===== config.mk =====
export PLATFORM = sky130hd
export DESIGN_NAME = skin_pixel_mask_and_box_flat
export DESIGN_NICKNAME = d
export VERILOG_FILES = /design/src/hw/rtl/spmb_pkg.sv /design/src/hw/rtl/spmb_pix_if.sv /design/src/hw/rtl/spmb_res_if.sv /design/src/hw/rtl/spmb_chroma.sv /design/src/hw/rtl/spmb_box.sv /design/src/hw/rtl/skin_pixel_mask_and_box.sv /design/src/flat_wrapper.sv
export SDC_FILE = /design/constraint.sdc
export NUM_CORES = 1
export LEC_CHECK = 0
export BUFFER_PORTS_ARGS = -buffer_cell sky130_fd_sc_hd__buf_2
export CAP_MARGIN = 40
export CORE_MARGIN = 5
export CORE_UTILIZATION = 45
export CTS_BUF_LIST = sky130_fd_sc_hd__clkbuf_8
export DETAILED_ROUTE_END_ITERATION = 10
export SLEW_MARGIN = 20
export SYNTH_ARGS = -nofsm -noshare
export SYNTH_HDL_FRONTEND = slang
export SYNTH_HIERARCHICAL = 1
export SYNTH_SLANG_ARGS = --single-unit

===== constraint.sdc =====
create_clock -name i_clk -period 10.6 [get_ports i_clk]
set_clock_uncertainty 0.15 [all_clocks]
set_input_delay 1.06 -clock i_clk [delete_from_list [all_inputs] [get_ports i_clk]]
set_output_delay 1.06 -clock i_clk [all_outputs]
set_load 0.1 [all_outputs]

===== src/hw/rtl/spmb_pkg.sv =====
// Shared types and constants for the skin pixel mask and bounding box block.
package spmb_pkg;

    localparam int PIX_W      = 8;
    localparam int BOX_W      = 11;
    localparam int SIZE_W     = 12;
    localparam int CFG_DATA_W = 12;
    localparam int CFG_IDX_W  = 3;

    localparam int MAX_WIDTH_DEF  = 2048;
    localparam int MAX_HEIGHT_DEF = 2048;

    // Chroma coefficients, 16 fractional bits
    localparam int COEF_W   = 16;
    localparam int PROD_W   = PIX_W + COEF_W;
    localparam int SUM_W    = PROD_W + 2;
    localparam logic [COEF_W-1:0] K_CB_R = 16'd11059;
    localparam logic [COEF_W-1:0] K_CB_G = 16'd21712;
    localparam logic [COEF_W-1:0] K_CR_G = 16'd27440;
    localparam logic [COEF_W-1:0] K_CR_B = 16'd5328;
    localparam logic [COEF_W-1:0] K_HALF = 16'd32768;
    localparam logic [PIX_W-1:0]  K_OFFSET = 8'd128;

    localparam logic [SIZE_W-1:0] WIDTH_RST    = 12'd640;
    localparam logic [SIZE_W-1:0] HEIGHT_RST   = 12'd480;
    localparam logic [PIX_W-1:0]  CB_LOWER_RST = 8'd80;
    localparam logic [PIX_W-1:0]  CB_UPPER_RST = 8'd140;
    localparam logic [PIX_W-1:0]  CR_LOWER_RST = 8'd140;
    localparam logic [PIX_W-1:0]  CR_UPPER_RST = 8'd200;

    typedef enum logic [CFG_IDX_W-1:0] {
        CFG_IMAGE_WIDTH  = 3'd0,
        CFG_IMAGE_HEIGHT = 3'd1,
        CFG_CB_LOWER     = 3'd2,
        CFG_CB_UPPER     = 3'd3,
        CFG_CR_LOWER     = 3'd4,
        CFG_CR_UPPER     = 3'd5
    } t_cfg_reg;

    typedef struct packed {
        logic [PIX_W-1:0] pixel_blue;
        logic [PIX_W-1:0] pixel_green;
        logic [PIX_W-1:0] pixel_red;
    } t_pixel;

    typedef struct packed {
        logic [PIX_W-1:0] cb_lower;
        logic [PIX_W-1:0] cb_upper;
        logic [PIX_W-1:0] cr_lower;
        logic [PIX_W-1:0] cr_upper;
    } t_window;

    typedef struct packed {
        logic             frame_done;
        logic             box_found;
        logic [BOX_W-1:0] box_left;
        logic [BOX_W-1:0] box_top;
        logic [BOX_W-1:0] box_right;
        logic [BOX_W-1:0] box_bottom;
    } t_box_info;

    typedef struct packed {
        logic [PIX_W-1:0] masked_blue;
        logic [PIX_W-1:0] masked_green;
        logic [PIX_W-1:0] masked_red;
        logic             is_skin;
        logic [PIX_W-1:0] chroma_blue;
        logic [PIX_W-1:0] chroma_red;
        logic             frame_done;
        logic             box_found;
        logic [BOX_W-1:0] box_left;
        logic [BOX_W-1:0] box_top;
        logic [BOX_W-1:0] box_right;
        logic [BOX_W-1:0] box_bottom;
    } t_result;

endpackage


===== src/hw/rtl/spmb_pix_if.sv =====
// Pixel input channel: valid/ready handshake carrying one BGR pixel per beat.
interface spmb_pix_if;
    logic                  valid;
    logic                  ready;
    spmb_pkg::t_pixel      data;

    modport source (output valid, output data, input ready);
    modport sink   (input valid, input data, output ready);
endinterface


===== src/hw/rtl/spmb_res_if.sv =====
// Result channel: valid/ready handshake carrying one masked pixel and box report per beat.
interface spmb_res_if;
    logic                  valid;
    logic                  ready;
    spmb_pkg::t_result     data;

    modport source (output valid, output data, input ready);
    modport sink   (input valid, input data, output ready);
endinterface


===== src/hw/rtl/spmb_chroma.sv =====
// Cb/Cr conversion of one pixel and the chroma window skin test.
module spmb_chroma (
    input  spmb_pkg::t_pixel            i_pix,
    input  spmb_pkg::t_window           i_win,
    output logic [spmb_pkg::PIX_W-1:0]  o_cb,
    output logic [spmb_pkg::PIX_W-1:0]  o_cr,
    output logic                        o_skin
);
    localparam int PW = spmb_pkg::PROD_W;
    localparam int SW = spmb_pkg::SUM_W;
    localparam int QW = SW - spmb_pkg::COEF_W;

    logic [PW-1:0] cb_pos, cb_neg, cr_pos, cr_neg;

    // positive terms carry the +128 offset in the upper byte
    assign cb_pos = PW'(i_pix.pixel_blue * spmb_pkg::K_HALF)
                  + {spmb_pkg::K_OFFSET, spmb_pkg::COEF_W'(0)};
    assign cr_pos = PW'(i_pix.pixel_red * spmb_pkg::K_HALF)
                  + {spmb_pkg::K_OFFSET, spmb_pkg::COEF_W'(0)};
    assign cb_neg = PW'(i_pix.pixel_red * spmb_pkg::K_CB_R)
                  + PW'(i_pix.pixel_green * spmb_pkg::K_CB_G);
    assign cr_neg = PW'(i_pix.pixel_green * spmb_pkg::K_CR_G)
                  + PW'(i_pix.pixel_blue * spmb_pkg::K_CR_B);

    function automatic logic [spmb_pkg::PIX_W-1:0] to_byte(
        input logic [PW-1:0] pos,
        input logic [PW-1:0] neg
    );
        logic signed [SW-1:0] d;
        logic        [QW-1:0] q;
        d = $signed({2'b00, pos}) - $signed({2'b00, neg});
        q = d[SW-1:spmb_pkg::COEF_W];
        if (d <= 0) begin
            to_byte = '0;
        end else if (q > QW'(255)) begin
            to_byte = '1;
        end else begin
            to_byte = q[spmb_pkg::PIX_W-1:0];
        end
    endfunction

    always_comb begin
        o_cb   = to_byte(cb_pos, cb_neg);
        o_cr   = to_byte(cr_pos, cr_neg);
        o_skin = (o_cb > i_win.cb_lower) && (o_cb < i_win.cb_upper)
              && (o_cr > i_win.cr_lower) && (o_cr < i_win.cr_upper);
    end

endmodule


===== src/hw/rtl/spmb_box.sv =====
// Column/row counters and the per-frame bounding box of skin pixels.
module spmb_box #(
    parameter int MAX_WIDTH  = spmb_pkg::MAX_WIDTH_DEF,
    parameter int MAX_HEIGHT = spmb_pkg::MAX_HEIGHT_DEF
) (
    input  logic                          i_clk,
    input  logic                          i_rst_n,
    input  logic                          i_adv,
    input  logic                          i_skin,
    input  logic [spmb_pkg::SIZE_W-1:0]   i_width,
    input  logic [spmb_pkg::SIZE_W-1:0]   i_height,
    output spmb_pkg::t_box_info           o_box
);
    localparam int CW  = $clog2(MAX_WIDTH);
    localparam int RW  = $clog2(MAX_HEIGHT);
    localparam int WLW = ($clog2(MAX_WIDTH + 1) > spmb_pkg::SIZE_W)
                       ? $clog2(MAX_WIDTH + 1) : spmb_pkg::SIZE_W;
    localparam int HLW = ($clog2(MAX_HEIGHT + 1) > spmb_pkg::SIZE_W)
                       ? $clog2(MAX_HEIGHT + 1) : spmb_pkg::SIZE_W;
    localparam int BW  = spmb_pkg::BOX_W;
    localparam int EXC = (CW > BW) ? CW : BW;
    localparam int EXR = (RW > BW) ? RW : BW;

    logic [CW-1:0] r_col, n_col, r_lc, n_lc, r_gc, n_gc, upd_lc, upd_gc, last_col;
    logic [RW-1:0] r_row, n_row, r_lr, n_lr, r_gr, n_gr, upd_lr, upd_gr, last_row;
    logic          r_found, n_found, upd_found;
    logic [WLW-1:0] w_ext;
    logic [HLW-1:0] h_ext;
    logic          row_end, frame_end;
    logic [EXC-1:0] lc_ext, gc_ext;
    logic [EXR-1:0] lr_ext, gr_ext;

    // sizes: zero acts as one, above the maximum acts as the maximum
    always_comb begin
        w_ext = WLW'(i_width);
        h_ext = HLW'(i_height);
        if (w_ext == '0) begin
            last_col = '0;
        end else if (w_ext > WLW'(MAX_WIDTH)) begin
            last_col = CW'(MAX_WIDTH - 1);
        end else begin
            last_col = CW'(w_ext - WLW'(1));
        end
        if (h_ext == '0) begin
            last_row = '0;
        end else if (h_ext > HLW'(MAX_HEIGHT)) begin
            last_row = RW'(MAX_HEIGHT - 1);
        end else begin
            last_row = RW'(h_ext - HLW'(1));
        end
        row_end   = r_col >= last_col;
        frame_end = row_end && (r_row >= last_row);
    end

    // box including the current pixel
    always_comb begin
        upd_found = r_found;
        upd_lc    = r_lc;
        upd_gc    = r_gc;
        upd_lr    = r_lr;
        upd_gr    = r_gr;
        if (i_skin) begin
            upd_found = 1'b1;
            if (!r_found) begin
                upd_lc = r_col;
                upd_gc = r_col;
                upd_lr = r_row;
                upd_gr = r_row;
            end else begin
                if (r_col < r_lc) upd_lc = r_col;
                if (r_col > r_gc) upd_gc = r_col;
                if (r_row < r_lr) upd_lr = r_row;
                if (r_row > r_gr) upd_gr = r_row;
            end
        end
    end

    always_comb begin
        n_col   = r_col;
        n_row   = r_row;
        n_found = r_found;
        n_lc    = r_lc;
        n_gc    = r_gc;
        n_lr    = r_lr;
        n_gr    = r_gr;
        if (i_adv) begin
            if (frame_end) begin
                n_found = 1'b0;
                n_lc    = '0;
                n_gc    = '0;
                n_lr    = '0;
                n_gr    = '0;
            end else begin
                n_found = upd_found;
                n_lc    = upd_lc;
                n_gc    = upd_gc;
                n_lr    = upd_lr;
                n_gr    = upd_gr;
            end
            if (row_end) begin
                n_col = '0;
                n_row = frame_end ? '0 : r_row + RW'(1);
            end else begin
                n_col = r_col + CW'(1);
            end
        end
    end

    always_ff @(posedge i_clk) begin
        if (!i_rst_n) begin
            r_col   <= '0;
            r_row   <= '0;
            r_found <= 1'b0;
            r_lc    <= '0;
            r_gc    <= '0;
            r_lr    <= '0;
            r_gr    <= '0;
        end else begin
            r_col   <= n_col;
            r_row   <= n_row;
            r_found <= n_found;
            r_lc    <= n_lc;
            r_gc    <= n_gc;
            r_lr    <= n_lr;
            r_gr    <= n_gr;
        end
    end

    always_comb begin
        lc_ext = EXC'(upd_lc);
        gc_ext = EXC'(upd_gc);
        lr_ext = EXR'(upd_lr);
        gr_ext = EXR'(upd_gr);
        o_box.frame_done = frame_end;
        o_box.box_found  = frame_end && upd_found;
        if (frame_end && upd_found) begin
            o_box.box_left   = lc_ext[BW-1:0];
            o_box.box_right  = gc_ext[BW-1:0];
            o_box.box_top    = lr_ext[BW-1:0];
            o_box.box_bottom = gr_ext[BW-1:0];
        end else begin
            o_box.box_left   = '0;
            o_box.box_right  = '0;
            o_box.box_top    = '0;
            o_box.box_bottom = '0;
        end
    end

endmodule


===== src/hw/rtl/skin_pixel_mask_and_box.sv =====
// Skin pixel mask and bounding box: top level with config registers and pipeline.
// An accepted pixel waits in the input register, then its result is registered as the result beat.
// Throughput: one pixel per cycle; while a result beat waits, the input register
// still takes one more beat, then input ready drops until the result is taken.
// Reset (synchronous, active low) empties both stages, zeroes the counters and
// the box, and loads the default frame size and chroma windows.
module skin_pixel_mask_and_box #(
    parameter int MAX_WIDTH  = spmb_pkg::MAX_WIDTH_DEF,
    parameter int MAX_HEIGHT = spmb_pkg::MAX_HEIGHT_DEF
) (
    input  logic                              i_clk,
    input  logic                              i_rst_n,
    input  logic                              i_cfg_we,
    input  logic [spmb_pkg::CFG_IDX_W-1:0]    i_cfg_idx,
    input  logic [spmb_pkg::CFG_DATA_W-1:0]   i_cfg_data,
    spmb_pix_if.sink                          i_pix,
    spmb_res_if.source                        o_res
);
    localparam int PW = spmb_pkg::PIX_W;

    logic [spmb_pkg::SIZE_W-1:0] r_width, r_height;
    spmb_pkg::t_window           r_win;
    logic                        r_in_valid, r_out_valid;
    spmb_pkg::t_pixel            r_in;
    spmb_pkg::t_result           r_out, n_out;
    logic                        adv;
    logic [PW-1:0]               cb, cr;
    logic                        skin;
    spmb_pkg::t_box_info         box;

    always_ff @(posedge i_clk) begin
        if (!i_rst_n) begin
            r_width        <= spmb_pkg::WIDTH_RST;
            r_height       <= spmb_pkg::HEIGHT_RST;
            r_win.cb_lower <= spmb_pkg::CB_LOWER_RST;
            r_win.cb_upper <= spmb_pkg::CB_UPPER_RST;
            r_win.cr_lower <= spmb_pkg::CR_LOWER_RST;
            r_win.cr_upper <= spmb_pkg::CR_UPPER_RST;
        end else if (i_cfg_we) begin
            unique case (i_cfg_idx)
                spmb_pkg::CFG_IMAGE_WIDTH:  r_width        <= i_cfg_data;
                spmb_pkg::CFG_IMAGE_HEIGHT: r_height       <= i_cfg_data;
                spmb_pkg::CFG_CB_LOWER:     r_win.cb_lower <= i_cfg_data[PW-1:0];
                spmb_pkg::CFG_CB_UPPER:     r_win.cb_upper <= i_cfg_data[PW-1:0];
                spmb_pkg::CFG_CR_LOWER:     r_win.cr_lower <= i_cfg_data[PW-1:0];
                spmb_pkg::CFG_CR_UPPER:     r_win.cr_upper <= i_cfg_data[PW-1:0];
                default: ;
            endcase
        end
    end

    // the held pixel moves on whenever the result slot is free or being drained
    assign adv         = r_in_valid && (!r_out_valid || o_res.ready);
    assign i_pix.ready = !r_in_valid || adv;

    always_ff @(posedge i_clk) begin
        if (!i_rst_n) begin
            r_in_valid  <= 1'b0;
            r_out_valid <= 1'b0;
        end else begin
            if (i_pix.ready) begin
                r_in_valid <= i_pix.valid;
            end
            if (adv) begin
                r_out_valid <= 1'b1;
            end else if (o_res.ready) begin
                r_out_valid <= 1'b0;
            end
        end
    end

    always_ff @(posedge i_clk) begin
        if (i_pix.valid && i_pix.ready) begin
            r_in <= i_pix.data;
        end
        if (adv) begin
            r_out <= n_out;
        end
    end

    spmb_chroma u_chroma (
        .i_pix  (r_in),
        .i_win  (r_win),
        .o_cb   (cb),
        .o_cr   (cr),
        .o_skin (skin)
    );

    spmb_box #(
        .MAX_WIDTH  (MAX_WIDTH),
        .MAX_HEIGHT (MAX_HEIGHT)
    ) u_box (
        .i_clk    (i_clk),
        .i_rst_n  (i_rst_n),
        .i_adv    (adv),
        .i_skin   (skin),
        .i_width  (r_width),
        .i_height (r_height),
        .o_box    (box)
    );

    always_comb begin
        n_out.masked_blue  = skin ? r_in.pixel_blue  : '0;
        n_out.masked_green = skin ? r_in.pixel_green : '0;
        n_out.masked_red   = skin ? r_in.pixel_red   : '0;
        n_out.is_skin      = skin;
        n_out.chroma_blue  = cb;
        n_out.chroma_red   = cr;
        n_out.frame_done   = box.frame_done;
        n_out.box_found    = box.box_found;
        n_out.box_left     = box.box_left;
        n_out.box_top      = box.box_top;
        n_out.box_right    = box.box_right;
        n_out.box_bottom   = box.box_bottom;
    end

    assign o_res.valid = r_out_valid;
    assign o_res.data  = r_out;

endmodule


===== src/flat_wrapper.sv =====
// flat-port wrapper written by rule: the top's interface ports become plain ports
module skin_pixel_mask_and_box_flat 
#(
    parameter int MAX_WIDTH  = spmb_pkg::MAX_WIDTH_DEF,
    parameter int MAX_HEIGHT = spmb_pkg::MAX_HEIGHT_DEF
)
  (i_clk, i_rst_n, i_cfg_we, i_cfg_idx, i_cfg_data, i_pix_valid, i_pix_data, i_pix_ready, o_res_valid, o_res_data, o_res_ready);
  spmb_pix_if i_pix_i ();
  spmb_res_if o_res_i ();
  input  logic i_clk;
  input  logic i_rst_n;
  input  logic i_cfg_we;
  input  logic [spmb_pkg::CFG_IDX_W-1:0] i_cfg_idx;
  input  logic [spmb_pkg::CFG_DATA_W-1:0] i_cfg_data;
  input wire logic [$bits(i_pix_i.valid)-1:0] i_pix_valid;
  input wire logic [$bits(i_pix_i.data)-1:0] i_pix_data;
  output wire logic [$bits(i_pix_i.ready)-1:0] i_pix_ready;
  output wire logic [$bits(o_res_i.valid)-1:0] o_res_valid;
  output wire logic [$bits(o_res_i.data)-1:0] o_res_data;
  input wire logic [$bits(o_res_i.ready)-1:0] o_res_ready;
  assign i_pix_i.valid = i_pix_valid;
  assign i_pix_i.data = i_pix_data;
  assign i_pix_ready = i_pix_i.ready;
  assign o_res_valid = o_res_i.valid;
  assign o_res_data = o_res_i.data;
  assign o_res_i.ready = o_res_ready;
  skin_pixel_mask_and_box #(.MAX_WIDTH(MAX_WIDTH), .MAX_HEIGHT(MAX_HEIGHT)) u_core (.i_clk(i_clk), .i_rst_n(i_rst_n), .i_cfg_we(i_cfg_we), .i_cfg_idx(i_cfg_idx), .i_cfg_data(i_cfg_data), .i_pix(i_pix_i), .o_res(o_res_i));
endmodule

==> impl_metrics.tcl <==
set metrics [dict create \
    ys_seq_elements 236 \
    drive_gt1_share_pct 14.3 \
    clkTransAtPathRegs_ns 0.06 \
    synth_compound_area_share_pct 11.5 \
    slew_headroom_pct 38.1 \
    clock_latency_ns 0.61 \
    synth-seq-area-share_pct 28.9 \
    cts_tree "done" \
    cts_buffers 43 \
    r2r_setup_slack_ns 0.04 \
    die_y_um 222 \
    whs_path_depth 2 \
    cp.required_ns 10.97 \
    fmax_ghz 0.0947 \
    vias_per_cell 5.27 \
    syn-num-nets 2560 \
    setup_viol 0 \
    period_share_pct 99.7 \
    final_net_count 2755 \
    arrival_ns 10.94 \
    drc 0 \
    hp-class "flop to flop" \
    cts_hold_buffers 0 \
    seqCellArea_um2 5840 \
    synthAdderAreaFrac_pct 31.6 \
    core_um2 44300 \
    min_period_ns 10.56 \
    hold_viol 0 \
    grt_antenna_before_repair 1 \
    netlist_area_um2 20200 \
    die_w_um 222 \
    drtAntennaViolNets 0 \
    syn_to_final_growth_pct 14.5 \
    htreeDepth 2 \
    crit_top_cell "fa_1" \
    io_pins 133 \
    grt_pass1_vias 15300 \
    placementRows 77 \
    io_buffers 132 \
    fp.dieArea_um2 49200 \
    max_slew.worst_pin.slew_ns 0.927 \
    max_stage_delay_ns 0.51 \
    gp_congestion 0.887 \
    rsz0062_at_grt "yes" \
    synthArstFlopShare_pct 0 \
    reg2reg_from "u_core/r_in[13]" \
    cts.sinks 236 \
    routed_wl_um 49600 \
    dpl.hpwl_um 38900 \
    grt_max_degree 79 \
    drt_iter0_drc 752 \
    syn-instance-count 2067 \
    muxShareOfSynthArea_pct 5.01 \
    grtUsageTotal_pct 19.4 \
    drv_cap 0 \
    synth_xor_xnor_area_share_pct 3.43 \
    drtPass1Iterations 5 \
    slew_viol_final 0 \
    grt-ovfl-total 0 \
    synth-edff-count 111 \
    status "finished clean" \
    hold-worst-slack_ns 0.311 \
    grt_first_pass_wirelength_um 78600 \
    ctsLongestPathBuffers 3 \
    hold_start "u_core/r_win[17]" \
    final_common_cell "ha_1" \
    cp-end-kind "flop" \
    ys_types 83 \
    fillers 4151 \
    route.vias.total 15200 \
    multi_input_area_um2 13200 \
    synth_area_per_cell_um2 9.76 \
    path_max_fanout 7 \
    clock-root-buffer "clkbuf_8" \
    rr_endpoint "u_core/u_box/r_lc[6]" \
    whs_endpoint "u_core/r_win[17]" \
    layout_common_cells "ha_1 (346), inv_1 (314), nand2_1 (161)" \
    worstSetupStartpointType "flop" \
    synth_ff_type "dfxtp_1" \
    path_class "flop to flop" \
    ff2ff_path_depth 45 \
    synth_top_family_by_area "adder cells" \
    wl_per_cell_um 17.2 \
    yosys_warnings 6 \
    cp_slowest_cell "fa_1" \
    synthSimpleGateAreaFrac_pct 12.7 \
    start_util_pct 45.5 \
]
## state kept, by name, indices dropped and copies added (netlist names)
register / count
u_core/u_box/r_found: 1
u_core/u_box/r_row: 11
u_core/u_box/r_gr: 11
u_core/u_box/r_col: 11
u_core/r_width: 12
u_core/u_box/r_lr: 11
u_core/r_in: 24
u_core/o_res.valid: 1
u_core/r_in_valid: 1
u_core/r_win: 32
u_core/r_height: 12
u_core/u_box/r_lc: 11
u_core/o_res.data: 87
u_core/u_box/r_gc: 11
## per-layer routing
metal | GRT usage (%) | routed length (um)
met3 | 3.35 | 2330
met4 | 4.69 | 1060
met2 | 32.0 | 23100
met1 | 26.7 | 23100
met5 | 0 | 0
## what timing repair did
item,CTS,global route
buffers inserted,6,7
pin swaps,22,21
endpoints found under the setup margin,89,89
cloned,1,5
resized for setup,8,26
## worst max path at each step
stage / from / endpoint / slack, ns / cells after the start
after global placement: u_core/r_in[13] / u_core/u_box/r_gr[3] / -0.03 / 43
after floorplan: u_core/r_in[14] / u_core/o_res.data[26] / 0.02 / 42
after CTS: u_core/r_in[13] / u_core/o_res.data[36] / 0.01 / 43
final: u_core/r_in[13] / u_core/u_box/r_lc[6] / 0.04 / 45
after detailed placement: u_core/r_in[13] / u_core/u_box/r_lc[6] / -0.28 / 43
after global routing: u_core/r_in[13] / u_core/o_res.data[16] / -0.44 / 43
## synth_stat cells (all sizes together) (39+ instances only)
master / count / area [um^2]
nand2: 161 / 604
inv: 297 / 1110
nor2b: 39 / 244
xnor2: 45 / 394
a21oi: 104 / 547
o22ai: 44 / 275
edfxtp: 111 / 3330
o21ai: 50 / 265
ha: 349 / 4370
dfxtp: 125 / 2500
mux2i: 101 / 1010
fa: 100 / 2000
nor2: 120 / 463
## critical path: cells and delay by family, from the launching register on
kind,cells,cell delay [ns]
compound gates,17,2.94
xor+xnor,2,0.33
fa+ha+maj,12,5.03
buf+inv,9,0.78
flops,1,0.45
simple gates,5,0.76
## area by class of cell
class                           count  share of cell area, %
Clock buffer                       46                   2.74
Sequential cell                   236                   25.3
Tap cell                          592                   3.21
Clock inverter                     31                  0.802
Antenna cell                        1                 0.0108
Timing Repair Buffer              203                   5.91
Inverter                          297                   4.83
Multi-Input combinational cell   1481                   57.2
## cells by family after synthesis
| family | after synthesis |
|---|---|
| compound gates | 338 |
| xor+xnor | 77 |
| flops | 236 |
| simple gates | 513 |
| buf+inv | 353 |
| mux | 101 |
| fa+ha+maj | 449 |
## per-stage QoR
stage / setup WS, ns / utilization [%] / cell area (um^2) / instances / TNS (ns)
2_1_floorplan: 0.0187 / - / 20300 / 2067 / 0
3_3_place_gp: -0.0329 / 49.3 / 21800 / 2787 / -1.44
3_5_place_dp: -0.276 / 49.4 / 21900 / 2790 / -21.35
4_1_cts: 0.0102 / 51.5 / 22800 / 2874 / 0
5_1_grt: -0.436 / 52.1 / 23100 / 2887 / -31.12
6_report: 0.0353 / 52.1 / 23100 / 2887 / 0
Power is not shown: default switching activity piles up to over one toggle a cycle in this logic, so the estimate is an artifact.
